--- config.mk ---
export PLATFORM = sky130hd
export DESIGN_NAME = valve_actuator_sequencer_unit
export DESIGN_NICKNAME = d
export VERILOG_FILES = /design/src/rtl/core/vas_pkg.sv /design/src/rtl/core/vas_cfg_regs.sv /design/src/rtl/core/vas_step.sv /design/src/rtl/core/valve_actuator_sequencer_unit.sv
export SDC_FILE = /design/constraint.sdc
export NUM_CORES = 1
export LEC_CHECK = 0
export ABC_AREA = 1
export BUFFER_PORTS_ARGS = -buffer_cell sky130_fd_sc_hd__clkbuf_2
export CAP_MARGIN = 20
export CELL_PAD_IN_SITES_DETAIL_PLACEMENT = 1
export CELL_PAD_IN_SITES_GLOBAL_PLACEMENT = 1
export CORE_MARGIN = 2
export CORE_UTILIZATION = 40
export DETAILED_ROUTE_END_ITERATION = 10
export GPL_ROUTABILITY_DRIVEN = 0
export PLACE_DENSITY_LB_ADDON = 0.3
export SLEW_MARGIN = 30
export SYNTH_ARGS = -nofsm -noshare
export SYNTH_HDL_FRONTEND = slang
export SYNTH_SLANG_ARGS = --single-unit
--- constraint.sdc ---
create_clock -name aclk -period 8.6 [get_ports aclk]
set_clock_uncertainty 0.15 [all_clocks]
set_input_delay 1.29 -clock aclk [delete_from_list [all_inputs] [get_ports aclk]]
set_output_delay 1.29 -clock aclk [all_outputs]
set_load 0.05 [all_outputs]
--- src/rtl/core/vas_pkg.sv ---
// ----------------------------------------------------------------------------
// vas_pkg
// Shared types, codes and constants of the valve actuator sequencer.
// ----------------------------------------------------------------------------
package vas_pkg;

    // command codes
    localparam logic [2:0] OP_TICK      = 3'd0;
    localparam logic [2:0] OP_OPEN      = 3'd1;
    localparam logic [2:0] OP_CLOSE     = 3'd2;
    localparam logic [2:0] OP_TOGGLE    = 3'd3;
    localparam logic [2:0] OP_REFRESH   = 3'd4;
    localparam logic [2:0] OP_BARREL_MT = 3'd5;
    localparam logic [2:0] OP_BARREL_FL = 3'd6;

    // motion phase
    localparam logic [1:0] PH_IDLE    = 2'd0;
    localparam logic [1:0] PH_OPENING = 2'd1;
    localparam logic [1:0] PH_CLOSING = 2'd2;

    // reported position
    localparam logic [1:0] POS_MOVING = 2'd0;
    localparam logic [1:0] POS_OPEN   = 2'd1;
    localparam logic [1:0] POS_CLOSED = 2'd2;

    // fault codes
    localparam logic [1:0] FLT_OK         = 2'd0;
    localparam logic [1:0] FLT_NOT_OPEN   = 2'd1;
    localparam logic [1:0] FLT_NOT_CLOSED = 2'd2;

    // refresh sequence phase
    localparam logic [1:0] RF_NONE = 2'd0;
    localparam logic [1:0] RF_AWAY = 2'd1;
    localparam logic [1:0] RF_BACK = 2'd2;

    // end switch decode, indexed [closed_limit][open_limit]
    localparam logic [2:0] SW_UNDEF  = 3'd0;
    localparam logic [2:0] SW_OPEN   = 3'd1;
    localparam logic [2:0] SW_CLOSED = 3'd2;
    localparam logic [2:0] SW_BROKEN = 3'd4;
    localparam logic [2:0] SWITCH_CODE [0:1][0:1] = '{
        '{SW_UNDEF,  SW_OPEN},
        '{SW_CLOSED, SW_BROKEN}
    };

    // configuration register indexes
    localparam int unsigned CFG_INDEX_BITS = 1;
    localparam logic [CFG_INDEX_BITS-1:0] CFG_MOVE_TIMEOUT = 1'd0;
    localparam logic [CFG_INDEX_BITS-1:0] CFG_AUTO_OPEN    = 1'd1;
    localparam int unsigned CFG_DATA_BITS  = 16;
    localparam logic [15:0] TIMEOUT_RESET  = 16'd20000;

    typedef struct packed {
        logic [2:0] opcode;
        logic       open_limit;
        logic       closed_limit;
    } vas_in_t;

    typedef struct packed {
        logic       open_drive;
        logic       close_drive;
        logic [1:0] valve_position;
        logic [1:0] fault_code;
        logic       move_done;
        logic       refresh_busy;
    } vas_out_t;

    // control state, the move timer travels beside it
    typedef struct packed {
        logic [1:0] motion_phase;
        logic [1:0] position;
        logic [1:0] fault;
        logic [1:0] refresh_phase;
        logic       refresh_started_open;
    } vas_ctrl_t;

    typedef struct packed {
        logic [15:0] move_timeout_ticks;
        logic        auto_open_enable;
    } vas_cfg_t;

endpackage

--- src/rtl/core/vas_cfg_regs.sv ---
// ----------------------------------------------------------------------------
// vas_cfg_regs
// Configuration register file: index decode and write of the two registers.
// ----------------------------------------------------------------------------
module vas_cfg_regs (
    input  logic                                 aclk,
    input  logic                                 aresetn,
    input  logic                                 wr_en,
    input  logic [vas_pkg::CFG_INDEX_BITS-1:0]   wr_index,
    input  logic [vas_pkg::CFG_DATA_BITS-1:0]    wr_data,
    output vas_pkg::vas_cfg_t                    cfg
);

    vas_pkg::vas_cfg_t cfg_reg;
    vas_pkg::vas_cfg_t cfg_next;

    always_comb begin
        cfg_next = cfg_reg;
        if (wr_en) begin
            unique case (wr_index)
                vas_pkg::CFG_MOVE_TIMEOUT: cfg_next.move_timeout_ticks = wr_data[15:0];
                vas_pkg::CFG_AUTO_OPEN:    cfg_next.auto_open_enable   = wr_data[0];
                default: ;
            endcase
        end
    end

    always_ff @(posedge aclk) begin
        if (!aresetn) begin
            cfg_reg.move_timeout_ticks <= vas_pkg::TIMEOUT_RESET;
            cfg_reg.auto_open_enable   <= 1'b1;
        end else begin
            cfg_reg <= cfg_next;
        end
    end

    assign cfg = cfg_reg;

endmodule

--- src/rtl/core/vas_step.sv ---
// ----------------------------------------------------------------------------
// vas_step
// Next-state logic for one tick: command decode, then move supervision.
// ----------------------------------------------------------------------------
module vas_step #(
    parameter int unsigned TIMER_BITS = 16
) (
    input  vas_pkg::vas_in_t        item,
    input  vas_pkg::vas_cfg_t       cfg,
    input  vas_pkg::vas_ctrl_t      ctrl,
    input  logic [TIMER_BITS-1:0]   elapsed,
    output vas_pkg::vas_ctrl_t      ctrl_next,
    output logic [TIMER_BITS-1:0]   elapsed_next,
    output vas_pkg::vas_out_t       result
);

    localparam int unsigned CMP_BITS = (TIMER_BITS > 16) ? TIMER_BITS : 16;

    vas_pkg::vas_ctrl_t    c1;
    logic [TIMER_BITS-1:0] el1;
    logic                  start;
    logic                  start_open;
    logic                  from_open;
    logic [2:0]            sw_code;
    logic                  to_open;
    logic                  reached;
    logic                  expired;
    logic                  done;

    assign sw_code   = vas_pkg::SWITCH_CODE[item.closed_limit][item.open_limit];
    assign from_open = (sw_code == vas_pkg::SW_UNDEF) || (sw_code == vas_pkg::SW_OPEN);

    // command stage
    always_comb begin
        c1         = ctrl;
        el1        = elapsed;
        start      = 1'b0;
        start_open = 1'b0;
        if (c1.refresh_phase == 2'd3) begin
            c1.refresh_phase = vas_pkg::RF_NONE;
        end
        unique case (item.opcode)
            vas_pkg::OP_OPEN: begin
                start = 1'b1;
                start_open = 1'b1;
                c1.refresh_phase = vas_pkg::RF_NONE;
            end
            vas_pkg::OP_CLOSE, vas_pkg::OP_BARREL_FL: begin
                start = 1'b1;
                c1.refresh_phase = vas_pkg::RF_NONE;
            end
            vas_pkg::OP_TOGGLE: begin
                start = 1'b1;
                start_open = (ctrl.position == vas_pkg::POS_CLOSED);
                c1.refresh_phase = vas_pkg::RF_NONE;
            end
            vas_pkg::OP_REFRESH: begin
                start = 1'b1;
                start_open = !from_open;
                c1.refresh_phase = vas_pkg::RF_AWAY;
                c1.refresh_started_open = from_open;
            end
            vas_pkg::OP_BARREL_MT: begin
                if (cfg.auto_open_enable && item.closed_limit) begin
                    start = 1'b1;
                    start_open = 1'b1;
                    c1.refresh_phase = vas_pkg::RF_NONE;
                end
            end
            default: ;
        endcase
        if (start) begin
            c1.motion_phase = start_open ? vas_pkg::PH_OPENING : vas_pkg::PH_CLOSING;
            c1.position     = vas_pkg::POS_MOVING;
            c1.fault        = vas_pkg::FLT_OK;
            el1             = '0;
        end
    end

    assign to_open = (c1.motion_phase == vas_pkg::PH_OPENING);
    assign reached = to_open ? item.open_limit : item.closed_limit;
    assign expired = (CMP_BITS'(el1) >= CMP_BITS'(cfg.move_timeout_ticks)) || (&el1);

    // supervision stage
    always_comb begin
        ctrl_next    = c1;
        elapsed_next = el1;
        done         = 1'b0;
        if ((c1.motion_phase == vas_pkg::PH_OPENING) ||
            (c1.motion_phase == vas_pkg::PH_CLOSING)) begin
            if (reached || expired) begin
                done = 1'b1;
                ctrl_next.fault = reached ? vas_pkg::FLT_OK :
                                  (to_open ? vas_pkg::FLT_NOT_OPEN : vas_pkg::FLT_NOT_CLOSED);
                ctrl_next.position = to_open ? vas_pkg::POS_OPEN : vas_pkg::POS_CLOSED;
                ctrl_next.motion_phase = vas_pkg::PH_IDLE;
                if (c1.refresh_phase == vas_pkg::RF_AWAY) begin
                    // return leg starts now, first checked next tick
                    ctrl_next.refresh_phase = vas_pkg::RF_BACK;
                    ctrl_next.motion_phase  = c1.refresh_started_open ?
                                              vas_pkg::PH_OPENING : vas_pkg::PH_CLOSING;
                    ctrl_next.position      = vas_pkg::POS_MOVING;
                    ctrl_next.fault         = vas_pkg::FLT_OK;
                    elapsed_next            = '0;
                end else if (c1.refresh_phase == vas_pkg::RF_BACK) begin
                    ctrl_next.refresh_phase = vas_pkg::RF_NONE;
                end
            end else begin
                elapsed_next = el1 + 1'b1;
            end
        end else begin
            ctrl_next.motion_phase = vas_pkg::PH_IDLE;
        end
    end

    always_comb begin
        result.open_drive     = (ctrl_next.motion_phase == vas_pkg::PH_OPENING);
        result.close_drive    = (ctrl_next.motion_phase == vas_pkg::PH_CLOSING);
        result.valve_position = ctrl_next.position;
        result.fault_code     = ctrl_next.fault;
        result.move_done      = done;
        result.refresh_busy   = (ctrl_next.refresh_phase != vas_pkg::RF_NONE);
    end

endmodule

--- src/rtl/core/valve_actuator_sequencer_unit.sv ---
// ----------------------------------------------------------------------------
// valve_actuator_sequencer_unit
// Motorized valve sequencer: one timer tick per input transfer, one status
// result per tick.
// ----------------------------------------------------------------------------
//  channel  | ports                              | carries
//  ---------+------------------------------------+--------------------------------
//  input    | s_valid s_ready s_data             | command + end switch samples
//  result   | m_valid m_ready m_data             | drives, position, fault, flags
//  config   | cfg_valid cfg_ready cfg_index/data | timeout, auto-open enable
//
// One tick per cycle unless stalled: the whole tick (command, then move check)
// is settled by vas_step between the state registers and the result register,
// so the result shows in the cycle after its transfer.
// The result register holds a stalled result; s_ready is low only while it is
// full and not being taken, so input and output stall together.
// Reset (aresetn, synchronous) idles the valve, position moving, fault ok, no
// refresh, timeout 20000, auto-open on. Config writes are always taken.
// ----------------------------------------------------------------------------
module valve_actuator_sequencer_unit #(
    parameter int unsigned TIMER_BITS = 16
) (
    input  logic                                aclk,
    input  logic                                aresetn,

    input  logic                                s_valid,
    output logic                                s_ready,
    input  vas_pkg::vas_in_t                    s_data,

    output logic                                m_valid,
    input  logic                                m_ready,
    output vas_pkg::vas_out_t                   m_data,

    input  logic                                cfg_valid,
    output logic                                cfg_ready,
    input  logic [vas_pkg::CFG_INDEX_BITS-1:0]  cfg_index,
    input  logic [vas_pkg::CFG_DATA_BITS-1:0]   cfg_data
);

    vas_pkg::vas_cfg_t     cfg;
    vas_pkg::vas_ctrl_t    ctrl_reg;
    vas_pkg::vas_ctrl_t    ctrl_next;
    logic [TIMER_BITS-1:0] elapsed_reg;
    logic [TIMER_BITS-1:0] elapsed_next;
    vas_pkg::vas_out_t     result;
    vas_pkg::vas_out_t     out_reg;
    logic                  out_valid_reg;
    logic                  in_xfer;

    assign cfg_ready = 1'b1;

    vas_cfg_regs u_cfg (
        .aclk     (aclk),
        .aresetn  (aresetn),
        .wr_en    (cfg_valid),
        .wr_index (cfg_index),
        .wr_data  (cfg_data),
        .cfg      (cfg)
    );

    vas_step #(
        .TIMER_BITS (TIMER_BITS)
    ) u_step (
        .item         (s_data),
        .cfg          (cfg),
        .ctrl         (ctrl_reg),
        .elapsed      (elapsed_reg),
        .ctrl_next    (ctrl_next),
        .elapsed_next (elapsed_next),
        .result       (result)
    );

    // room when empty or the held result leaves this cycle
    assign s_ready = !out_valid_reg || m_ready;
    assign in_xfer = s_valid && s_ready;

    // state advances only on an accepted tick
    always_ff @(posedge aclk) begin
        if (!aresetn) begin
            ctrl_reg.motion_phase         <= vas_pkg::PH_IDLE;
            ctrl_reg.position             <= vas_pkg::POS_MOVING;
            ctrl_reg.fault                <= vas_pkg::FLT_OK;
            ctrl_reg.refresh_phase        <= vas_pkg::RF_NONE;
            ctrl_reg.refresh_started_open <= 1'b0;
            elapsed_reg                   <= '0;
        end else if (in_xfer) begin
            ctrl_reg    <= ctrl_next;
            elapsed_reg <= elapsed_next;
        end
    end

    always_ff @(posedge aclk) begin
        if (!aresetn) begin
            out_valid_reg <= 1'b0;
        end else if (in_xfer) begin
            out_valid_reg <= 1'b1;
        end else if (m_ready) begin
            out_valid_reg <= 1'b0;
        end
    end

    always_ff @(posedge aclk) begin
        if (in_xfer) begin
            out_reg <= result;
        end
    end

    assign m_valid = out_valid_reg;
    assign m_data  = out_reg;

    // never drive both directions at once
    a_one_drive: assert property (@(posedge aclk) disable iff (!aresetn)
        m_valid |-> !(m_data.open_drive && m_data.close_drive))
        else $error("open and close driven together");

    // a driven actuator always reports moving
    a_drive_moving: assert property (@(posedge aclk) disable iff (!aresetn)
        (m_valid && (m_data.open_drive || m_data.close_drive)) |->
        (m_data.valve_position == vas_pkg::POS_MOVING))
        else $error("drive active while position settled");

    // a fault is only shown with a settled position
    a_fault_settled: assert property (@(posedge aclk) disable iff (!aresetn)
        (m_valid && (m_data.fault_code != vas_pkg::FLT_OK)) |->
        (m_data.valve_position != vas_pkg::POS_MOVING))
        else $error("fault reported while moving");

    // every accepted tick yields a result next cycle
    a_result_follows: assert property (@(posedge aclk) disable iff (!aresetn)
        (s_valid && s_ready) |=> m_valid)
        else $error("accepted tick produced no result");

endmodule

# Yosys cells after proc, flatten, opt, wreduce, memory -nomap -nowiden
# Cells that the tools add are included.
[word_totals]
reg_bits = 51
latch_bits = 0
ram_bits = 0
mem_bits_ro = 0
output_inout_bits = 11
word_cells = 86
memories = 0
[op_classes]
addsub = 1
multipliers = 0
div = 0
n_lt_le_gt_ge = 3
n_eq_ne = 15
shift = 0
mux = 32
bitwise_logic = 3
reduce_logical = 17
[op_table]
columns = ["cell", "count"]
rows = [
  ["2-to-1 mux 16 bit", 4],
  ["2-to-1 mux 6 bit", 5],
  ["2-to-1 mux 2 bit", 9],
  ["adder 16 x 1 -> 16 bit, second input constant", 1],
  ["greater-or-equal comparator 16 bit", 1],
  ["AND reduction 16 bit", 1],
  ["== test 2 bit, second input constant", 5],
  ["== test 3 bit, second input constant", 3],
  ["2-to-1 mux 3 bit", 3],
  ["2-to-1 mux 8 bit", 1],
  ["== test 2 x 1 -> 1 bit, second input constant", 3],
  ["== test 3 x 1 -> 1 bit, second input constant", 2],
  ["== test 3 x 2 -> 1 bit, second input constant", 2],
  ["2-to-1 mux 1 bit", 6],
  ["one-hot mux 2 bit (3 select lines)", 1],
  ["logical OR 1 bit", 5],
  ["2-to-1 mux 5 bit", 1],
  ["OR reduction 5 bit", 1],
  ["greater-or-equal comparator 2 bit, second input constant", 2],
  ["inverter 1 -> 2 bit", 2],
  ["one-hot mux 1 bit (4 select lines)", 1],
  ["AND reduction 2 bit", 2],
  ["nonzero test 2 bit", 2],
  ["OR reduction 4 bit", 1],
  ["other kinds (5)", 7],
]

# Logic depth before layout (Yosys ltp)
# Gate-level depths: netlist (run 1).
[logic_depth]
ltp_word = 20
depth_mapped = 25
mapped_depth_nobuf = 23

# Cells and area by module
# A second synthesis (run 1) with hierarchy kept.
[unflattened]
hier_cells = 660
area_unflattened_um2 = 4102.7
[by_module_without_submodules]
columns = ["mod", "n_inst", "cells_each", "area_per_inst_um2", "seq_area_each_um2"]
rows = [
  ["vas_step", 1, 379, 1888.1, 0.0],
  ["valve_actuator_sequencer_unit", 1, 180, 1502.7, 760.7],
  ["vas_cfg_regs", 1, 101, 711.9, 340.3],
]

# Worst setup path before layout (run 1)
# Ideal clock, no wire load.
[synth_path]
path_kind = "in2reg"
start = "input s_data[4] (netlist name)"
end = "register out_reg (netlist bit m_data[6]), data pin"
setup_time_ns = 0.257
arrival_time_ns = 3.623
required_time_ns = 8.193
path_slack_ns = 4.570
stages = 22
path_buffers = 3
path_cell_list = "nand2_1 > nor2_1 > nand2_1 > nand2_2 > buf_4 > buf_4 > inv_2 > nor2_1 > ha_1 > nand2_1 > nand3b_2 > nor2_4 > nand3_1 > nor2_1 > nand3_2 > nand2_2 > buf_6 > nand2_1 > nand2_2 > inv_2 > nand2_1 > a21oi_1"
[synth_rtl]
columns = ["item", "line", "source"]
rows = [
  ["start, declared", "valve_actuator_sequencer_unit.sv:28", "input vas_pkg::vas_in_t s_data,"],
  ["end signal, assigned", "valve_actuator_sequencer_unit.sv:104", "out_reg <= result;"],
  ["end, declared", "valve_actuator_sequencer_unit.sv:46", "vas_pkg::vas_out_t out_reg;"],
]

# Worst setup path in the final report (run 1)
[layout_path]
start = "input s_data[3] (netlist name)"
end = "register ctrl_reg[4] (netlist name)"
[layout_between]
elab_chain_cells = 10
word_cells_on_any_way = 28
[layout_rtl]
columns = ["item", "line", "source"]
rows = [
  ["parallel branches: the longest is 9 deep, another holds greater-or-equal comparator 16 bit", "n/a", ""],
  ["2-to-1 mux 6 bit *", "vas_step.sv:89", "if ((c1.motion_phase == vas_pkg::PH_OPENING) ||"],
  ["end signal, assigned", "valve_actuator_sequencer_unit.sv:87", "ctrl_reg <= ctrl_next;"],
  ["end, declared", "valve_actuator_sequencer_unit.sv:41", "vas_pkg::vas_ctrl_t ctrl_reg;"],
]
# Mark *: on every way between the ends.
# A chain may end at the register's enable or synchronous reset.

==> impl_metrics.env, run 1 <==
export IMPL_clk_latency_ns=0.31
export IMPL_cts_hold_fix_buffers=0
export IMPL_grt_max_degree=34
export IMPL_rows=33
export IMPL_post_cts_resized_instances=0
export IMPL_drive_above_1_share_pct=10.91
export IMPL_tritoncts_num_buffers=5
export IMPL_grt_setup_unrepaired="false"
export IMPL_finalMaxSlewViolations=0
export IMPL_cts_tree="built"
export IMPL_io_buffer_count=36
export IMPL_ys_seq_area_share_pct=32.76
export IMPL_initialDrtViolationCount=113
export IMPL_h_tree_depth=2
export IMPL_setup_tns_ns=0
export IMPL_worstRegToRegCells=18
export IMPL_vdd_ir_drop_worst_mv=0.06509
export IMPL_ant_nets=0
export IMPL_clk_root_buffer_cell="clkbuf_8"
export IMPL_ys_top_cells_by_area="dfxtp_1, nand2_1, inv_1"
export IMPL_netlist_area_sq_mm=0.003361
export IMPL_post_drt_via_cell_ratio=5.228
export IMPL_post_synth_top_area_cell="dfxtp_1"
export IMPL_run_status="completed"
export IMPL_die_area_sq_mm=0.009151
export IMPL_power_sequential_fraction_pct=45.8
export IMPL_ff2ff_setup_slack_ns=4.64
export IMPL_power_density_mw_per_mm2=166.1
export IMPL_crit_path_cell_trace="clkbuf_2, inv_1, nand2_1, nand3_1, nand2_2, inv_2, nor2_1, ha_1, nand2_1, nand3b_2, nor2_4, nand3_1, nor2_1, nand3_2, nand2_2, nand2_1, nand3_1, nand3_1, nand2_1, inv_1"
export IMPL_place_detailed_hpwl_mm=7.087
export IMPL_worst_setup_path_endpoint="ctrl_reg[4]"
export IMPL_worst_ep_arrival_time_ns=4.89
export IMPL_grt_total_usage_pct=21.78
export IMPL_timing_worst_slew_pin_value_ns=0.8459
export IMPL_r2r_end="ctrl_reg[4]"
export IMPL_final_hold_viol_count=0
export IMPL_antenna_found_initial=0
export IMPL_top_layer_used="met4"
export IMPL_min_path_type="reg -> reg"
export IMPL_remaining_drc_errors=0
export IMPL_launch_point_of_the_critical_path="s_data[3]"
export IMPL_post_drt_wl_per_cell_microns=14.26
export IMPL_diodes=0
export IMPL_post_route_period_util_pct=56.06
export IMPL_initial_core_util_pct=41.11
export IMPL_final_core_area_utilization_pct=44.66
export IMPL_max_stage_delay_ns=0.42
export IMPL_synth_fp_nets=563
export IMPL_die_h_microns=95.66
export IMPL_nNetsFinal=584
export IMPL_met3RoutedLength_microns=231
export IMPL_synthesis_yosys_warnings=0
export IMPL_ys_seq_elements=51
export IMPL_core_area_sq_mm=0.008175
export IMPL_clockPowerShare_pct=23.4
export IMPL_route_final_wire_length_mm=9.211
export IMPL_power_internal_mw=0.3772
export IMPL_largest_register_ff_count=17
export IMPL_finalCriticalPeriod_ns=4.821
export IMPL_critical_path_endpoint_type="register"
export IMPL_p_leak_nw=1.763
export IMPL_part_of_the_power_in_combinational_logic_pct=30.8
export IMPL_clk_transition_reported_paths_ns=0.10
export IMPL_detail_route_wirelength_met1_mm=4.063
export IMPL_postCtsSetupRepairBufs=0
export IMPL_syn_mean_instance_area_sq_um=6.475
export IMPL_nFillCells=1107
export IMPL_worstSetupStartpointType="input port"
export IMPL_switchingPower_mw=0.2290
export IMPL_timing_critical_path_required_ns=8.67
export IMPL_crit_path_top_delay_cell="nand2_2"
export IMPL_io_pins=38
export IMPL_floorplan_die_width_microns=95.66
export IMPL_syn2layout_area_growth_pct=8.637
export IMPL_slew_headroom_pct=43.54
export IMPL_cts_path_max_buffers=2
export IMPL_route_met2_wl_mm=4.763
export IMPL_clock_sinks=51
export IMPL_detailedRoute_firstPassIterationCount=4
export IMPL_max_cap_viol_count=0
export IMPL_num_vias=3377
export IMPL_post_synth_top_area_fraction_pct=25.61
export IMPL_overflow=0
export IMPL_post_synth_num_cell_types=31
export IMPL_crit_type="in -> reg"
export IMPL_setup_violations=0
export IMPL_post_synthesis_instance_total=519
export IMPL_power_share_switching_pct=37.78
export IMPL_maximum_operating_frequency_ghz=0.2074
export IMPL_critical_path_reg2reg_startpoint="u_cfg.cfg[0]"
export IMPL_first_global_vias=3486
export IMPL_critPathMaxFanout=27
export IMPL_grt_first_pass_wirelength_mm=15.86
[worst max-delay path, delay by kind of cell]
family	cells	cell delay, ns
buf+inv	4	0.40
simple gates	15	2.87
fa+ha+maj	1	0.31
[cell usage after synthesis]
library cell / number
nor2_1: 49
a211oi_1: 1
xor2_1: 5
dfxtp_1: 43
buf_4: 3
nor3_2: 1
nand4_1: 9
ha_1: 17
nand3_2: 2
o21ai_1: 2
xnor2_1: 2
o2111ai_1: 1
clkbuf_1: 17
edfxtp_1: 8
buf_6: 2
nand3_1: 53
nand3b_2: 1
conb_1: 1
inv_1: 75
buf_2: 1
o21ai_0: 23
o211ai_1: 6
nand2_1: 121
a21oi_1: 54
o32ai_1: 1
nand2_2: 3
a31oi_1: 1
inv_2: 6
a21oi_4: 1
nor3_1: 9
nor2_4: 1
[logic make-up after synthesis]
kind of cell	synth area share, %
DFF	32.76
xor gates and xnor gates	1.824
adders and majority gates	6.329
AOI/OAI and AO/OA	14.52
and+or+nand+nor	32.02
other	0.1116
buffers and inverters	12.43
[layout make-up]
cell class | instances | area (sq um) | share of cell area (%)
Multi-Input combinational cell | 364 | 1842 | 50.45
Timing Repair Buffer | 37 | 187.7 | 5.141
Clock buffer | 6 | 72.57 | 1.988
Clock inverter | 2 | 12.51 | 0.3427
Tap cell | 105 | 131.4 | 3.598
Sequential cell | 51 | 1101 | 30.16
Inverter | 81 | 304.0 | 8.328
[layout by cell type, fill, tap and decap left out, drive strengths merged]
cell type,n
o32ai,1
clkinv,1
dfxtp,43
clkinvlp,1
xnor2,2
xor2,5
edfxtp,8
a31oi,1
nor2,50
nand3b,1
o2111ai,1
conb,1
inv,81
o211ai,6
nand2,124
a21oi,55
nand4,9
nand3,55
o21ai,25
clkbuf,42
nor3,10
buf,1
a211oi,1
ha,17
[how the worst min path moves through the flow]
stage / startpoint / end / slack [ns] / cells past startpoint
2_1_floorplan: u_cfg.cfg[0] / u_cfg.cfg[0] / 0.28 / 2
3_3_place_gp: elapsed_reg[15] / elapsed_reg[15] / 0.30 / 2
3_5_place_dp: u_cfg.cfg[14] / u_cfg.cfg[14] / 0.31 / 2
4_1_cts: u_cfg.cfg[14] / u_cfg.cfg[14] / 0.32 / 2
5_1_grt: u_cfg.cfg[14] / u_cfg.cfg[14] / 0.35 / 2
6_report: u_cfg.cfg[14] / u_cfg.cfg[14] / 0.32 / 2
[metal layers]
layer  vias up  GRT usage (%)
met5         -              0
met4         0          6.310
met3        12          3.162
met2        40          41.08
met1      1608          25.19
li1       1717              -
[stage by stage]
step / hold slack, ns / setup slack, ns / area, sq um / cells / power [mW]
finish: 0.3178 / 3.779 / 3651 / 646 / 0.6063
global route: 0.3469 / 3.259 / 3651 / 646 / 0.6515
CTS: 0.3219 / 3.754 / 3651 / 646 / 0.6149
detailed placement: 0.3064 / 3.400 / 3566 / 638 / 0.4710
global placement: 0.3021 / 3.623 / 3566 / 638 / 0.4621
floorplan: 0.2782 / 4.570 / 3361 / 519 / 0.4268
[power by group through the flow]
stage | Sequential, mW | Clock (mW) | Combinational (mW)
after global routing | 0.280 | 0.158 | 0.213
final | 0.278 | 0.142 | 0.187
after detailed placement | 0.284 | 0 | 0.187
after CTS | 0.278 | 0.149 | 0.188
after global placement | 0.283 | 0 | 0.179
after floorplan | 0.296 | 0 | 0.131
No activity file was read; power rests on OpenSTA's default activity.
==> run 2, diff against run 1 <==
Clock period 8.6 ns to 4.8 ns, I/O delays scaled along.
==> impl_metrics.env, run 2 (synthesis gave the netlist of run 1 again) <==
export IMPL_run_status="completed"
export IMPL_setup_tns_ns=0
export IMPL_total_power_mw=1.098
export IMPL_detailedRoute_firstPassIterationCount=4
export IMPL_setup_violations=0
export IMPL_num_vias=3354
export IMPL_post_drt_wl_per_cell_microns=14.21
export IMPL_remaining_drc_errors=0
export IMPL_clk_root_buffer_cell="clkbuf_8"
export IMPL_final_seq_area_sq_mm=0.001101
export IMPL_grt_setup_unrepaired="false"
export IMPL_die_h_microns=95.66
export IMPL_layout_cells_most_common="nand2_1"
export IMPL_maximum_operating_frequency_ghz=0.2640
export IMPL_post_route_cell_area_sq_mm=0.003674
export IMPL_finalMaxSlewViolations=0
export IMPL_diodes=0
export IMPL_die_area_sq_mm=0.009151
export IMPL_first_global_vias=3378
export IMPL_critPathMaxFanout=14
export IMPL_core_area_sq_mm=0.008175
export IMPL_tritoncts_num_buffers=5
export IMPL_initial_core_util_pct=41.11
export IMPL_syn2layout_area_growth_pct=9.307
export IMPL_clk_latency_ns=0.32
export IMPL_clock_sinks=51
export IMPL_cts_tree="built"
export IMPL_timing_worst_slew_pin_value_ns=0.8374
export IMPL_vdd_ir_drop_worst_mv=0.1005
export IMPL_post_drt_via_cell_ratio=5.168
export IMPL_grt_total_usage_pct=21.86
export IMPL_timing_critical_path_required_ns=4.73
export IMPL_crit_type="in -> reg"
export IMPL_io_buffer_count=36
export IMPL_overflow=0
export IMPL_postCtsSetupRepairBufs=0
export IMPL_cts_path_max_buffers=2
export IMPL_drive_above_1_share_pct=11.40
export IMPL_antenna_found_initial=0
export IMPL_initialDrtViolationCount=132
export IMPL_post_cts_resized_instances=0
export IMPL_final_hold_viol_count=0
export IMPL_timing_final_ws_setup_ns=1.013
export IMPL_largest_register_ff_count=17
export IMPL_min_path_type="reg -> reg"
export IMPL_postPlaceCellArea_sq_mm=0.003588
export IMPL_grt_first_pass_wirelength_mm=15.75
export IMPL_hold_slack_ns=0.3198
export IMPL_worstSetupStartpointType="input port"
export IMPL_max_cap_viol_count=0
export IMPL_route_final_wire_length_mm=9.225
export IMPL_ant_nets=0
export IMPL_cts_hold_fix_buffers=0
export IMPL_floorplan_die_width_microns=95.66
export IMPL_place_detailed_hpwl_mm=7.060
export IMPL_io_pins=38
export IMPL_final_cell_mix="nand2_1, inv_1, a21oi_1"
export IMPL_finalCriticalPeriod_ns=3.787
export IMPL_nNetsFinal=587
export IMPL_post_route_period_util_pct=78.90
export IMPL_critical_path_endpoint_type="register"
export IMPL_h_tree_depth=2
export IMPL_rows=33
export IMPL_clk_transition_reported_paths_ns=0.10
export IMPL_grt_max_degree=34
export IMPL_nFillCells=1115
export IMPL_worst_ep_arrival_time_ns=3.72
export IMPL_p_leak_nw=1.778
export IMPL_place_ws_ns=0.6841
export IMPL_slew_headroom_pct=44.11
export IMPL_multi_input_comb_area_sq_mm=0.001842
export IMPL_power_density_mw_per_mm2=298.8
-- run 2: cell count changes in the layout (fill, tap and decap cells not counted) --
cell / before / now
buf_4: 1 / 4
-- run 2: area by class of cell --
class / count / area share (%)
inverter: 81 / 8.277
multi-input combinational: 364 / 50.14
clock buffer: 6 / 1.975
clock inverter: 2 / 0.3406
sequential: 51 / 29.97
timing repair buffer: 40 / 5.722
tap: 105 / 3.576
-- run 2: worst max-delay path, stage by stage --
cell	delay, ns
clkbuf_2	0.11
inv_1	0.06
nand2_1	0.09
nand3_1	0.10
nand2_2	0.23
inv_2	0.13
nor2_1	0.21
ha_1	0.31
nand2_1	0.07
nand3b_2	0.28
nor2_4	0.17
nand3_1	0.09
nor2_1	0.12
nand3_2	0.28
nand2_2	0.29
nand2_1	0.15
nand2_2	0.15
inv_2	0.04
nand2_1	0.07
a21oi_1	0.04
-- run 2: through the flow --
| stage | instances | utilization [%] |
|---|---|---|
| 2_1_floorplan | 519 | - |
| 3_3_place_gp | 641 | 43.89 |
| 3_5_place_dp | 641 | 43.89 |
| 4_1_cts | 649 | 44.93 |
| 5_1_grt | 649 | 44.93 |
| 6_report | 649 | 44.93 |
-- run 2: layer usage --
layer	GRT usage (%)	routed length (microns)
met5	0	0
met4	8.333	180
met3	2.134	244
met2	38.29	4538
met1	27.58	4262
-- run 2: report_power, final --
group,switching [mW],internal [mW]
Sequential,0.0221,0.476
Combinational,0.240,0.102
Clock,0.155,0.102
Total,0.417,0.681
-- run 2: final timing paths --
check	slack [ns]	from	cells past startpoint	endpoint
setup / recovery	1.01	s_data[3]	20	m_data[6]
setup reg to reg	1.27	u_cfg.cfg[0]	18	m_data[6]
hold / removal	0.32	u_cfg.cfg[2]	2	u_cfg.cfg[2]
hold reg to reg	0.32	u_cfg.cfg[2]	2	u_cfg.cfg[2]
==> run 3, diff against run 2 <==
Clock period 4.8 ns to 3.8 ns, I/O delays scaled along.
==> impl_metrics.env, run 3 (synthesis gave the netlist of run 1 again) <==
export IMPL_clk_root_buffer_cell="clkbuf_8"
export IMPL_maximum_operating_frequency_ghz=0.3056
export IMPL_detailedRoute_firstPassIterationCount=4
export IMPL_finalCriticalPeriod_ns=3.273
export IMPL_post_route_period_util_pct=86.12
export IMPL_grt_setup_unrepaired="false"
export IMPL_worstRegToRegCells=19
export IMPL_finalMaxSlewViolations=0
export IMPL_final_cell_mix="nand2_1, inv_1, a21oi_1"
export IMPL_total_power_mw=1.529
export IMPL_largest_register_ff_count=17
export IMPL_final_core_area_utilization_pct=46.07
export IMPL_power_sequential_fraction_pct=41.1
export IMPL_timing_worst_slew_pin_value_ns=0.8489
export IMPL_worst_ep_arrival_time_ns=3.34
export IMPL_power_internal_mw=1.001
export IMPL_worst_setup_path_endpoint="ctrl_reg[5]"
export IMPL_worstSetupStartpointType="input port"
export IMPL_antenna_found_initial=0
export IMPL_grt_max_degree=34
export IMPL_switchingPower_mw=0.5282
export IMPL_clk_transition_reported_paths_ns=0.10
export IMPL_setup_violations=0
export IMPL_first_global_vias=3607
export IMPL_cts_path_max_buffers=2
export IMPL_diodes=0
export IMPL_r2r_end="ctrl_reg[5]"
export IMPL_overflow=0
export IMPL_cts_tree="built"
export IMPL_num_vias=3454
export IMPL_io_pins=38
export IMPL_floorplan_die_width_microns=95.66
export IMPL_core_area_sq_mm=0.008175
export IMPL_launch_point_of_the_critical_path="s_data[3]"
export IMPL_remaining_drc_errors=0
export IMPL_max_cap_viol_count=0
export IMPL_p_leak_nw=1.831
export IMPL_timing_final_ws_setup_ns=0.5274
export IMPL_setup_tns_ns=0
export IMPL_initial_core_util_pct=41.11
export IMPL_crit_type="in -> reg"
export IMPL_min_path_type="reg -> reg"
export IMPL_power_density_mw_per_mm2=406.1
export IMPL_ff2ff_setup_slack_ns=0.61
export IMPL_rows=33
export IMPL_place_detailed_hpwl_mm=7.525
export IMPL_post_drt_via_cell_ratio=5.273
export IMPL_io_buffer_count=36
export IMPL_vdd_ir_drop_worst_mv=0.2285
export IMPL_critPathMaxFanout=10
export IMPL_layout_cells_most_common="nand2_1"
export IMPL_clk_latency_ns=0.31
export IMPL_initialDrtViolationCount=75
export IMPL_slew_headroom_pct=43.34
export IMPL_drive_above_1_share_pct=12.36
export IMPL_timing_critical_path_required_ns=3.87
export IMPL_grt_first_pass_wirelength_mm=16.60
export IMPL_hold_path_startpoint="u_cfg.cfg[8]"
export IMPL_die_area_sq_mm=0.009151
export IMPL_grt_total_usage_pct=22.98
export IMPL_part_of_the_power_in_combinational_logic_pct=29.2
export IMPL_syn2layout_area_growth_pct=12.06
export IMPL_h_tree_depth=2
export IMPL_run_status="completed"
export IMPL_power_share_switching_pct=34.54
export IMPL_clockPowerShare_pct=29.6
export IMPL_postCtsSetupRepairBufs=0
export IMPL_place_ws_ns=0.04990
export IMPL_clock_sinks=51
export IMPL_hold_slack_ns=0.3187
export IMPL_nNetsFinal=593
export IMPL_critical_path_endpoint_type="register"
export IMPL_route_final_wire_length_mm=9.671
export IMPL_post_drt_wl_per_cell_microns=14.76
export IMPL_ant_nets=0
export IMPL_critical_path_reg2reg_startpoint="u_cfg.cfg[0]"
export IMPL_die_h_microns=95.66
export IMPL_final_hold_viol_count=0
export IMPL_tritoncts_num_buffers=5
## run 3: changes by cell type in the layout (fill, tap and decap cells not counted), sizes merged
| cell | delta |
|---|---|
| bufinv | +2 |
| clkinv | -1 |
| clkinvlp | -1 |
| buf | +6 |
## run 3: worst max-delay path, cell delays in order
cell	delay, ns
clkbuf_2	0.11
inv_1	0.07
nand2_1	0.07
nand3_1	0.10
nand2_2	0.08
buf_4	0.18
nor3_1	0.23
inv_1	0.06
o21ai_0	0.12
inv_1	0.07
ha_1	0.23
o21ai_1	0.26
o2111ai_1	0.21
a21oi_4	0.19
nand2_2	0.16
nand2_1	0.25
inv_2	0.07
nand2_1	0.09
nand3_1	0.09
nand2_1	0.09
inv_1	0.04
## run 3: metal layers
| layer | GRT usage (%) | vias to the layer above | part of all wire, % |
|---|---|---|---|
| met5 | 0 | - | 0 |
| li1 | - | 1728 | - |
| met4 | 6.071 | 0 | 1.7 |
| met2 | 43.94 | 53 | 52 |
| met1 | 26.34 | 1660 | 43 |
| met3 | 3.320 | 13 | 2.6 |
## run 3: area by class of cell
type | count | area [sq um]
Timing Repair Buffer | 46 | 255.2
Clock inverter | 2 | 60.06
Inverter | 81 | 304.0
Sequential cell | 51 | 1101
Multi-Input combinational cell | 364 | 1842
Fill cell | 1127 | 4409
Tap cell | 105 | 131.4
Clock buffer | 6 | 72.57
## run 3: repair_timing
action,CTS,global route
gates resized for setup,0,1
hold endpoints to repair,0,0
hold buffers,0,0
setup endpoints to repair,0,3
## run 3: worst min-delay path by stage
stage                                 end  slack (ns)  cells past startpoint
after floorplan              u_cfg.cfg[0]        0.28                      2
after global placement    elapsed_reg[13]        0.31                      2
after detailed placement    u_cfg.cfg[16]        0.31                      2
after CTS                   u_cfg.cfg[16]        0.33                      2
after global routing         u_cfg.cfg[8]        0.34                      2
final                        u_cfg.cfg[8]        0.32                      2
## run 3: power groups by stage
stage	clock network [mW]	logic, mW	registers [mW]
2_1_floorplan	0	0.295	0.670
3_3_place_gp	0	0.422	0.640
3_5_place_dp	0	0.445	0.642
4_1_cts	0.465	0.449	0.630
5_1_grt	0.478	0.507	0.635
6_report	0.453	0.447	0.629
## run 3: through the flow
stage,area (sq um),cells
finish,3766,655
global route,3766,655
CTS,3766,655
detailed placement,3633,647
global placement,3633,647
floorplan,3361,519
